<file path="src/hw/rtl/hhd_ram.sv">
// Generic single-clock RAM: one write port, one read port, registered read.
// No dependencies.
module hhd_ram #(
  parameter int unsigned WIDTH = 8,
  parameter int unsigned DEPTH = 16,
  localparam int unsigned AW = $clog2(DEPTH)
) (
  input  logic             clk_i,
  input  logic             we_i,
  input  logic [AW-1:0]    waddr_i,
  input  logic [WIDTH-1:0] wdata_i,
  input  logic             re_i,
  input  logic [AW-1:0]    raddr_i,
  output logic [WIDTH-1:0] rdata_o
);

  logic [WIDTH-1:0] mem_q [DEPTH];

  always_ff @(posedge clk_i) begin
    if (we_i) begin
      mem_q[waddr_i] <= wdata_i;
    end
    if (re_i) begin
      rdata_o <= mem_q[raddr_i];
    end
  end

endmodule

</file>
<file path="config.mk">
export PLATFORM = sky130hd
export DESIGN_NAME = hhd_ram
export DESIGN_NICKNAME = d
export VERILOG_FILES = /design/src/hw/rtl/hhd_ram.sv
export SDC_FILE = /design/constraint.sdc
export NUM_CORES = 1
export LEC_CHECK = 0
export BUFFER_PORTS_ARGS = -buffer_cell sky130_fd_sc_hd__clkbuf_2
export CAP_MARGIN = 10
export CORE_ASPECT_RATIO = 1.1
export CORE_UTILIZATION = 55
export DETAILED_ROUTE_END_ITERATION = 8
export PLACE_DENSITY = 0.76
export SYNTH_ARGS = -nofsm -noshare
export SYNTH_HDL_FRONTEND = slang
export SYNTH_SLANG_ARGS = --single-unit
</file>
<file path="constraint.sdc">
create_clock -name clk_i -period 2.2 [get_ports clk_i]
set_input_delay 0.44 -clock clk_i [delete_from_list [all_inputs] [get_ports clk_i]]
set_output_delay 0.44 -clock clk_i [all_outputs]
set_load 0.005 [all_outputs]
</file>
### Word level (Yosys, flattened, before mapping)

Memories as Yosys holds them, arrays and structs flattened. A register that Yosys moved wholly into a read port is not among the register bits.
Cells that the tools add are included.

* bits in registers: 0
* RAM bits: 128
* bits of input ports: 19
* output and inout port bits: 8
* memories kept: 1

* muxes and demuxes: 2

Memories
* mem_q: depth 16, width 8, read ports 1, clocked after memory_dff 1, wr ports 1, line 17 `logic [WIDTH-1:0] mem_q [DEPTH];`

Operators with widths (number)
* 1-bit two-way mux: 2

### Longest topological paths before layout

* depth in word-level cells: 2
* mapped depth: 5
* mapped depth without buffers: 3

### Worst setup path before layout

Ideal clock, no wire load.

* kind: input to register
* start: input waddr_i[2]
* end: memory mem_q[0][0] (enable)
* library setup time: 0.383 ns
* arrival time: 1.550 ns
* required time: 1.817 ns
* setup slack: 0.267 ns
* cell stages on the path: 2
* buffers on the path: 0
* cells stage by stage: or3b_2 nor3_1

RTL lines
* start: declaration: line 10 `input logic [AW-1:0] waddr_i,`
* end: declaration: line 17

Straight into the memory's write port.

### Final worst setup path

* start: register rdata_o[4] (read register of mem_q)
* end: output rdata_o[4]

RTL lines
* start: declaration: line 14 `output logic [WIDTH-1:0] rdata_o`

No word-level cell between the ends.

==> run summary <==
Via/cell ratio = 6.06
CTS Sinks = 136
Vias = 2496
Yosys top cell by area = edfxtp_1
Antenna diode count = 0
Int Power = 4.86 mW
Worst hold-check path type = in -> reg
Final Hold Viols = 0
Inserted Clock Buffers = 17
Mean post-synth cell area = 22.8 µm²
Top cells by area, synth = edfxtp_1 78%, mux4_2 7.8%, mux4_1 7.0%
Final Setup Violations = 0
Worst skew pair latency = 0.53 ns
DRT Wirelength = 9.79 mm
Critical path, cell by cell = clkbuf_2
Power per cell area = 974 nW/µm²
Relative slew slack = 71.6%
Max-cap violations = 0
First-pass GRT wire length = 15.1 mm
Post-synth top cells = 136 x edfxtp_1, 18 x mux4_2, 16 x a22oi_1, 14 x mux4_1, 13 x nor2_1
Final std cells w/o fill = 412
Die Area = 9900 µm²
Max FO, Critical Path = 1
CP Buf/Inv Count = 1
Antenna Nets Post-Route = 0
Yosys cell types = 18
Worst path arrival time = 1.07 ns
Sequential Power Share = 48.7%
Initial antenna violation count = 0
Total gr overflow = 0
Starting density of the core = 57.7%
Worst Setup End Kind = output port
Setup Fix Bufs, Post-CTS = 0
Net Sw Frac = 19.5%
Setup Crit Path Kind = reg -> out
Maximum vdd drop = 0.627 mV
Area share of the largest cell type after synthesis = 78.1%
CP Launch Type = flop
Gpl congestion = 0.823
Pre-CTS setup slack = 0.239 ns
Status = finished clean
Worst path required time = 1.76 ns
RSZ-0062 raised after global routing = false
Finished Core Util = 68.4%
Core Box Area = 9050 µm²
Max-slew violations = 0
Total of warnings raised by yosys = 0
Vias in the first global route = 2604
EDFF count, synth = 136
1st-iter DRT viols = 253
Net Count, Synth = 248
IO Count = 27
Asr flop ratio synth = 0%
Cell Rows = 36
R2r worst-path depth = 3
CTS H-Tree Depth = 4
Ys flop type = edfxtp_1
Register area share after synthesis = 78.1%
Seq cells post-synth = 136
Routed length per placed instance = 23.8 µm
Area Overhead vs Synth = 18.5%
R2R Setup Slk = 0.70 ns
CTS clock-pin slew for the worst setup and hold paths = 0.06 ns
Mapped Area = 5230 µm²
Clock share of power = 47.0%
Worst-Margin Slew = 0.424 ns
FF-to-FF End = rdata_o[0]
Cell family with most CP delay = flip-flops
Die width = 95.0 µm
All-Layer GR Usage = 22.7%
Final worst slack = 0.694 ns
Hold Path Sink = rdata_o[0]
CTS tree = done
Post-Route Setup TNS = 0 ns
Fmax = 0.664 GHz
Overall Power = 6.03 mW
Crit-path max cell delay = 0.40 ns
Worst reg2reg startpoint = mem_q[0][0]
Combinational power share = 4.4%
P_sw = 1.18 mW
Post-CTS resize count = 0
Chip height = 104 µm
HPWL Detailed = 5.96 mm
Top-count cell post-synth = edfxtp_1
Port Buffers = 26
DRT Pass-1 Iters = 4
CTS Hold Bufs = 0
Share of layout cells above drive strength 1 = 32.2%
Max clock buf depth = 2
Root buf cell = clkbuf_8
Largest net degree at the start of global routing = 28
Leak = 2.12 nW
Drt drc = 0
Final nets = 304
Post-layout minimum cycle time = 1.51 ns
CP max-delay cell = edfxtp_1
Mapped Cells = 229
Final Skew = 0.00639 ns
Hold path depth = 1
Tcrit/Tclk final = 68.4%
DP Cell Count = 380
Origin of the worst min-delay path = re_i
-- cell usage in the layout, fill, tap and decap left out, drive strengths merged, types with 2 or more instances in the layout --
master and count:
edfxtp 136, clkbuf 43, mux4 32, buf 21, a22oi 16, nor2 13, nand2 9, clkinv 8
nor3 4, bufinv 4, clkinvlp 3, nand3b 2, nand2b 2
-- area by class of cell --
type	instances	area (µm²)
Clock buffer	17	414
Clock inverter	15	184
Fill cell	533	2860
Multi-Input combinational cell	83	1060
Sequential cell	136	4080
Tap cell	114	143
Timing Repair Buffer	47	313
-- state kept, by name, indices dropped and copies added, names as in the netlist --
| signal | cells |
|---|---|
| mem_q | 128 |
| rdata_o | 8 |
-- metrics by stage --
| step | hold slack, ns | cell area [µm²] |
|---|---|---|
| 5_1_grt | 0.310 | 6190 |
| 3_3_place_gp | 0.723 | 5600 |
| 6_report | 0.313 | 6190 |
| 4_1_cts | 0.294 | 6190 |
| 3_5_place_dp | 0.734 | 5600 |
| 2_1_floorplan | 0.539 | 5230 |
-- cells by family after synthesis --
group,after synthesis,synth area share [%]
compound gates,16,2.30
buf+inv,10,1.65
flops,136,78.1
mux,32,14.8
simple gates,35,3.14
-- per-layer routing --
metal  vias up  GRT usage (%)  part of all wire, %
li1       1098              -                    -
met1      1268           31.2                   41
met2       123           33.5                   49
met3         7           7.68                  8.8
met4         0           9.52                  1.3
met5         -              0                    0
-- power groups by stage --
stage / sequential [mW] / combinational [mW] / clock, mW
after floorplan: 2.99 / 0.147 / 0
after global placement: 2.99 / 0.255 / 0
after detailed placement: 2.99 / 0.263 / 0
after CTS: 2.94 / 0.267 / 2.88
after global routing: 2.94 / 0.285 / 2.97
final: 2.94 / 0.263 / 2.83
-- worst max path at each step --
stage          startpoint           to  slack [ns]  depth (start not counted)
6_report       rdata_o[4]   rdata_o[4]        0.69                          1
5_1_grt        rdata_o[3]   rdata_o[3]        0.64                          1
4_1_cts        rdata_o[3]   rdata_o[3]        0.65                          1
3_5_place_dp   raddr_i[0]   rdata_o[2]        0.24                          5
3_3_place_gp   raddr_i[0]   rdata_o[2]        0.24                          5
2_1_floorplan  waddr_i[2]  mem_q[0][0]        0.27                          2
(Power assumes the default switching activity.)
